<file path="config.mk">
export PLATFORM = sky130hd
export DESIGN_NAME = chrt_cell
export DESIGN_NICKNAME = d
export VERILOG_FILES = /design/src/chrt_pkg.sv /design/src/chrt_cell.sv
export SDC_FILE = /design/constraint.sdc
export NUM_CORES = 1
export LEC_CHECK = 0
export BUFFER_PORTS_ARGS = -buffer_cell sky130_fd_sc_hd__buf_2
export CORE_UTILIZATION = 42
export DETAILED_ROUTE_END_ITERATION = 8
export MAX_ROUTING_LAYER = met4
export PLACE_DENSITY = 0.95
export SYNTH_ARGS = -nofsm -noshare
export SYNTH_HDL_FRONTEND = slang
export SYNTH_SLANG_ARGS = --single-unit
</file>
<file path="constraint.sdc">
create_clock -name clk -period 5.6 [get_ports clk]
set_clock_uncertainty 0.2 [all_clocks]
set_input_delay 0.28 -clock clk [delete_from_list [all_inputs] [get_ports clk]]
set_output_delay 0.28 -clock clk [all_outputs]
set_load 0.02 [all_outputs]
</file>
<file path="src/chrt_pkg.sv">
// ----------------------------------------------------------------------------
// Consistent-hash ring table package
// Shared field widths, mode and status codes, and the beat and control types
// used by the ring cells and the top level.
// ----------------------------------------------------------------------------
package chrt_pkg;

	// Field widths fixed by the command and result formats.
	localparam int unsigned KEY_W   = 34;
	localparam int unsigned OWN_W   = 4;
	localparam int unsigned MODE_W  = 2;
	localparam int unsigned STAT_W  = 3;
	localparam int unsigned OCNT_W  = 9;

	// Default ring depth.
	localparam int unsigned RING_ENTRIES_DEF = 256;

	// Command modes.
	localparam logic [MODE_W-1:0] MODE_INSERT = 2'd0;
	localparam logic [MODE_W-1:0] MODE_REMOVE = 2'd1;
	localparam logic [MODE_W-1:0] MODE_LOOKUP = 2'd2;
	localparam logic [MODE_W-1:0] MODE_NOP    = 2'd3;

	// Result status codes.
	localparam logic [STAT_W-1:0] ST_OK     = 3'd0;
	localparam logic [STAT_W-1:0] ST_DUP    = 3'd1;
	localparam logic [STAT_W-1:0] ST_ABSENT = 3'd2;
	localparam logic [STAT_W-1:0] ST_FULL   = 3'd3;
	localparam logic [STAT_W-1:0] ST_EMPTY  = 3'd4;

	// Command beat.
	typedef struct packed {
		logic [MODE_W-1:0] mode;
		logic [KEY_W-1:0]  key_hash;
		logic [OWN_W-1:0]  node_id;
	} req_t;

	// Result beat.
	typedef struct packed {
		logic [OWN_W-1:0]  owner_id;
		logic [STAT_W-1:0] status;
		logic [OCNT_W-1:0] entry_count;
	} rsp_t;

	// One ring entry as held in a cell and handed to a neighbor.
	typedef struct packed {
		logic [KEY_W-1:0] key;
		logic [OWN_W-1:0] owner;
	} entry_t;

	// Update command broadcast to every cell.
	typedef struct packed {
		logic             ins;
		logic             rem;
		logic [KEY_W-1:0] key;
		logic [OWN_W-1:0] owner;
	} upd_t;

endpackage

</file>
<file path="src/chrt_cell.sv">
// ----------------------------------------------------------------------------
// Ring cell
// Holds one sorted ring entry, compares it against the incoming key, and on
// an update either keeps its entry, takes the new one, or takes a neighbor's.
// ----------------------------------------------------------------------------
module chrt_cell import chrt_pkg::*; #(
	parameter int unsigned RING_ENTRIES = RING_ENTRIES_DEF,
	parameter int unsigned IDX          = 0,
	parameter int unsigned CNT_W        = $clog2(RING_ENTRIES + 1)
) (
	input  logic             clk,
	input  logic             arst_n,
	input  logic             load,
	input  logic [KEY_W-1:0] load_key,
	input  logic [CNT_W-1:0] count,
	input  upd_t             upd,
	input  entry_t           left,
	input  logic             left_lt,
	input  entry_t           right,
	output entry_t           entry,
	output logic             lt,
	output logic             bnd,
	output logic             eq
);

	localparam logic             IS_FIRST = (IDX == 0);
	localparam logic             IS_LAST  = (IDX == RING_ENTRIES - 1);
	localparam logic [CNT_W-1:0] IDX_C    = CNT_W'(IDX);

	entry_t entry_q;
	logic   lt_q;
	logic   ge_q;
	logic   eq_q;
	logic   occupied;

	// The cell holds a live entry when its place lies below the entry count.
	assign occupied = (IDX_C < count);

	// Compare flags, captured when a command beat is accepted.
	always_ff @(posedge clk or negedge arst_n) begin
		if (!arst_n) begin
			lt_q <= 1'b0;
			ge_q <= 1'b0;
			eq_q <= 1'b0;
		end else if (load) begin
			lt_q <= occupied && (entry_q.key < load_key);
			ge_q <= occupied && !(entry_q.key < load_key);
			eq_q <= occupied && (entry_q.key == load_key);
		end
	end

	// Entry storage: cells below the insert or remove point keep their entry,
	// the rest shift one place along the chain, the first taking an inserted entry.
	always_ff @(posedge clk) begin
		if (upd.ins && !lt_q) begin
			if (IS_FIRST || left_lt) begin
				entry_q.key   <= upd.key;
				entry_q.owner <= upd.owner;
			end else begin
				entry_q <= left;
			end
		end else if (upd.rem && !lt_q && !IS_LAST) begin
			entry_q <= right;
		end
	end

	assign entry = entry_q;
	assign lt    = lt_q;
	// First live entry at or above the key.
	assign bnd   = ge_q && (IS_FIRST || left_lt);
	assign eq    = eq_q;

endmodule

</file>
==> results.md <==
* Status: completed
* Setup ws final at 3.35 ns
* Antenna violations before repair at 0
* Max_cap viols at 0
* Layout area overhead at 38.2%
* Lkg Pwr at 0.00182 µW
* Asr flop ratio synth at 7.32%
* Required time worst endpoint at 5.45 ns
* Path category of the worst min-delay check: input pin to flip-flop
* HP Start: load
* RR Endpoint: entry[14]
* Synth Area in Adders at 16.0%
* Post-Synthesis Cells at 224
* Sequential fraction of the synthesis area at 45.8%
* Hold_ws at 0.0235 ns
* CP startpoint kind: flip-flop
* Post-synthesis xor/xnor area fraction at 0%
* Slew Limit Headroom at 25.7%
* Wirelength, routed at 6660 µm
* CTS clk-pin slew, worst paths at 0.09 ns
* Crit path DAT at 2.10 ns
* RSZ-0062 raised after global routing: false
* WL/cell at 14.2 µm
* RePlAce Congestion at 0.818
* Synth Area in Compound Gates at 8.24%
* Die footprint at 6650 µm²
* Mux contribution to synthesized area at 16.1%
* Final Hold Fails at 0
* Slew Limit Fails at 0
* Register bit total from synthesis at 41
* Finish-stage setup viols at 0
* Starting Density at 44.1%
* Antenna Nets Post-Route at 0
* Netlist cell types at 30
* Most used flip-flop cell after synthesis: edfxtp_1
* CP startpoint: lt
* Synth cell count leaders: edfxtp_1 (38), mux2_2 (38), inv_1 (37)
* H-tree Lvls at 2
* Num CTS Buffers at 5
* Busiest layer in global routing: met2
* Hold Path End: lt
* Fin nets at 589
* Peak VDD IR at 163 µV
* Area leader, netlist: edfxtp_1
* Share of the synthesized area in the top cell type at 43.0%
* Largest family of logic cells by synthesized area: multiplexers
* I/O pins at 204
* Die span in y at 81.5 µm
* Drt via density at 5.04
* Drt drc at 0
* Post-CTS Setup Repair Bufs at 0
* Post-detail-place hpwl at 5390 µm
* Port buffer count at 164
* PwrDens at 259 nW/µm²
* Worst flop-to-flop path startpoint: lt
* DRT iter0 DRCs at 119
* Fin crit period at 2.25 ns
* Syn Nets at 421
* Site Rows at 28
* Met2 usage at 37.3%
* Fin crit share at 40.2%
* Critical path class: flip-flop to flip-flop
* Slew @ Worst Pin at 1.11 ns
* Largest net degree at the start of global routing at 39
* Placeable Area at 6030 µm²
* Synthesized area at 2660 µm²
* Initial DRT Pass Iterations at 4
* Hold depth at 2
* Flop-to-flop setup slack at 3.35 ns
* Yosys Warn Count at 0
* Diode count at 0
* Setup TNS at 0 ns
* First-pass GRT wire length at 9970 µm
* Via count at 2,361
* Number of synthesized flops with an enable pin at 38
* Vias in the first global route at 2,350
* Total track usage at 21.0%
* Largest cells by area after synthesis: edfxtp_1 (43%), mux2_2 (16%), ha_1 (16%), inv_1 (5.2%), a21oi_1 (3.2%)
* Clock insertion delay at the later pin of the skew report at 0.30 ns
* CP Capture Type: flip-flop
* GRT overflow at 0
* Clock Tree Buf Depth at 2
* Place WS at 3.29 ns
* R2R cell count at 2
* Worst-path fanout max at 38
* TritonCTS clock tree: yes
* Max Fclk at 444 MHz
* Simple-gate area share of the yosys netlist at 7.87%
* Die W at 81.5 µm
* Clk sink count at 41
* Root buf cell: clkbuf_8
* Syn Area/Cell at 11.9 µm²
* M1 GR Usage at 22.4%
* Met3 usage at 4.33%
* Layout cells sized above 1 at 55.7%
==> metal layers <==
layer  vias to the layer above  share of wire (%)
li1                       1159                  -
met1                      1079                 40
met2                       111                 51
met3                        12                6.4
met4                         0                2.3
met5                         -                  0
==> cell families (layout without fill, tap and decap cells) <==
kind of cell | after synthesis | count (layout)
buffers and inverters | 41 | 210
muxes | 38 | 38
AOI/OAI and AO/OA | 34 | 34
DFF | 41 | 41
and+or+nand+nor | 36 | 36
adders and majority gates | 34 | 34
==> layout make-up <==
cell class / count / area [µm²]
clock buffer: 5 / 68.8
clock inverter: 3 / 25.0
fill: 502 / 2360
inverter: 37 / 139
multi-input combinational: 142 / 1300
sequential: 41 / 1220
tap: 75 / 93.8
timing repair buffer: 165 / 831
==> sequential cells by signal (all words and copies together), names as in the netlist <==
name,count
lt,1
eq,1
bnd,1
entry,38
==> worst max path at each step <==
stage                            to  slack [ns]  depth (start not counted)
after global placement     entry[5]        3.41                          2
after global routing       entry[9]        3.21                          2
final                     entry[14]        3.35                          2
after detailed placement  entry[14]        3.29                          2
after floorplan            entry[0]        2.85                          1
after CTS                 entry[14]        3.30                          2
==> critical path, stage by stage (launching register included) <==
cell	delay, ns
dfrtp_1	0.48
nor2b_4	0.88
mux2_2	0.43
==> power by group <==
group	switching, µW	internal (µW)	leakage [µW]	total (µW)
logic	181	139	0.00137	319
registers	24.0	394	0.000405	418
clock network	122	90.2	0.0000447	212
total	326	623	0.00182	949
==> per-stage QoR <==
step | area (µm²) | util, % | total power (µW) | std cells
CTS | 3670 | 60.9 | 953 | 468
detailed placement | 3570 | 59.2 | 747 | 459
floorplan | 2660 | - | 622 | 224
global route | 3670 | 60.9 | 1000 | 468
global placement | 3570 | 59.2 | 728 | 459
finish | 3670 | 60.9 | 949 | 468
==> repair_timing <==
item,CTS,global route
hold buffers,1,0
setup endpoints to repair,0,0
endpoints found under the hold margin,3,0
gates resized for setup,0,0
==> cells in the final DEF, fill, tap and decap left out, types with 2 or more instances in the layout <==
cell type,Yosys,layout
nand3_1,2,2
inv_1,37,37
nand4_1,4,4
edfxtp_1,38,38
nor2_1,6,5
ha_1,34,34
o21ai_0,6,6
buf_2,4,164
nor3_1,3,3
o2111ai_1,2,2
mux2_2,38,38
a21oi_1,17,17
dfrtp_1,3,3
clkbuf_8,0,5
nand4_2,2,2
nand2_1,13,13
Note: power is estimated with default switching activity, not from simulation.
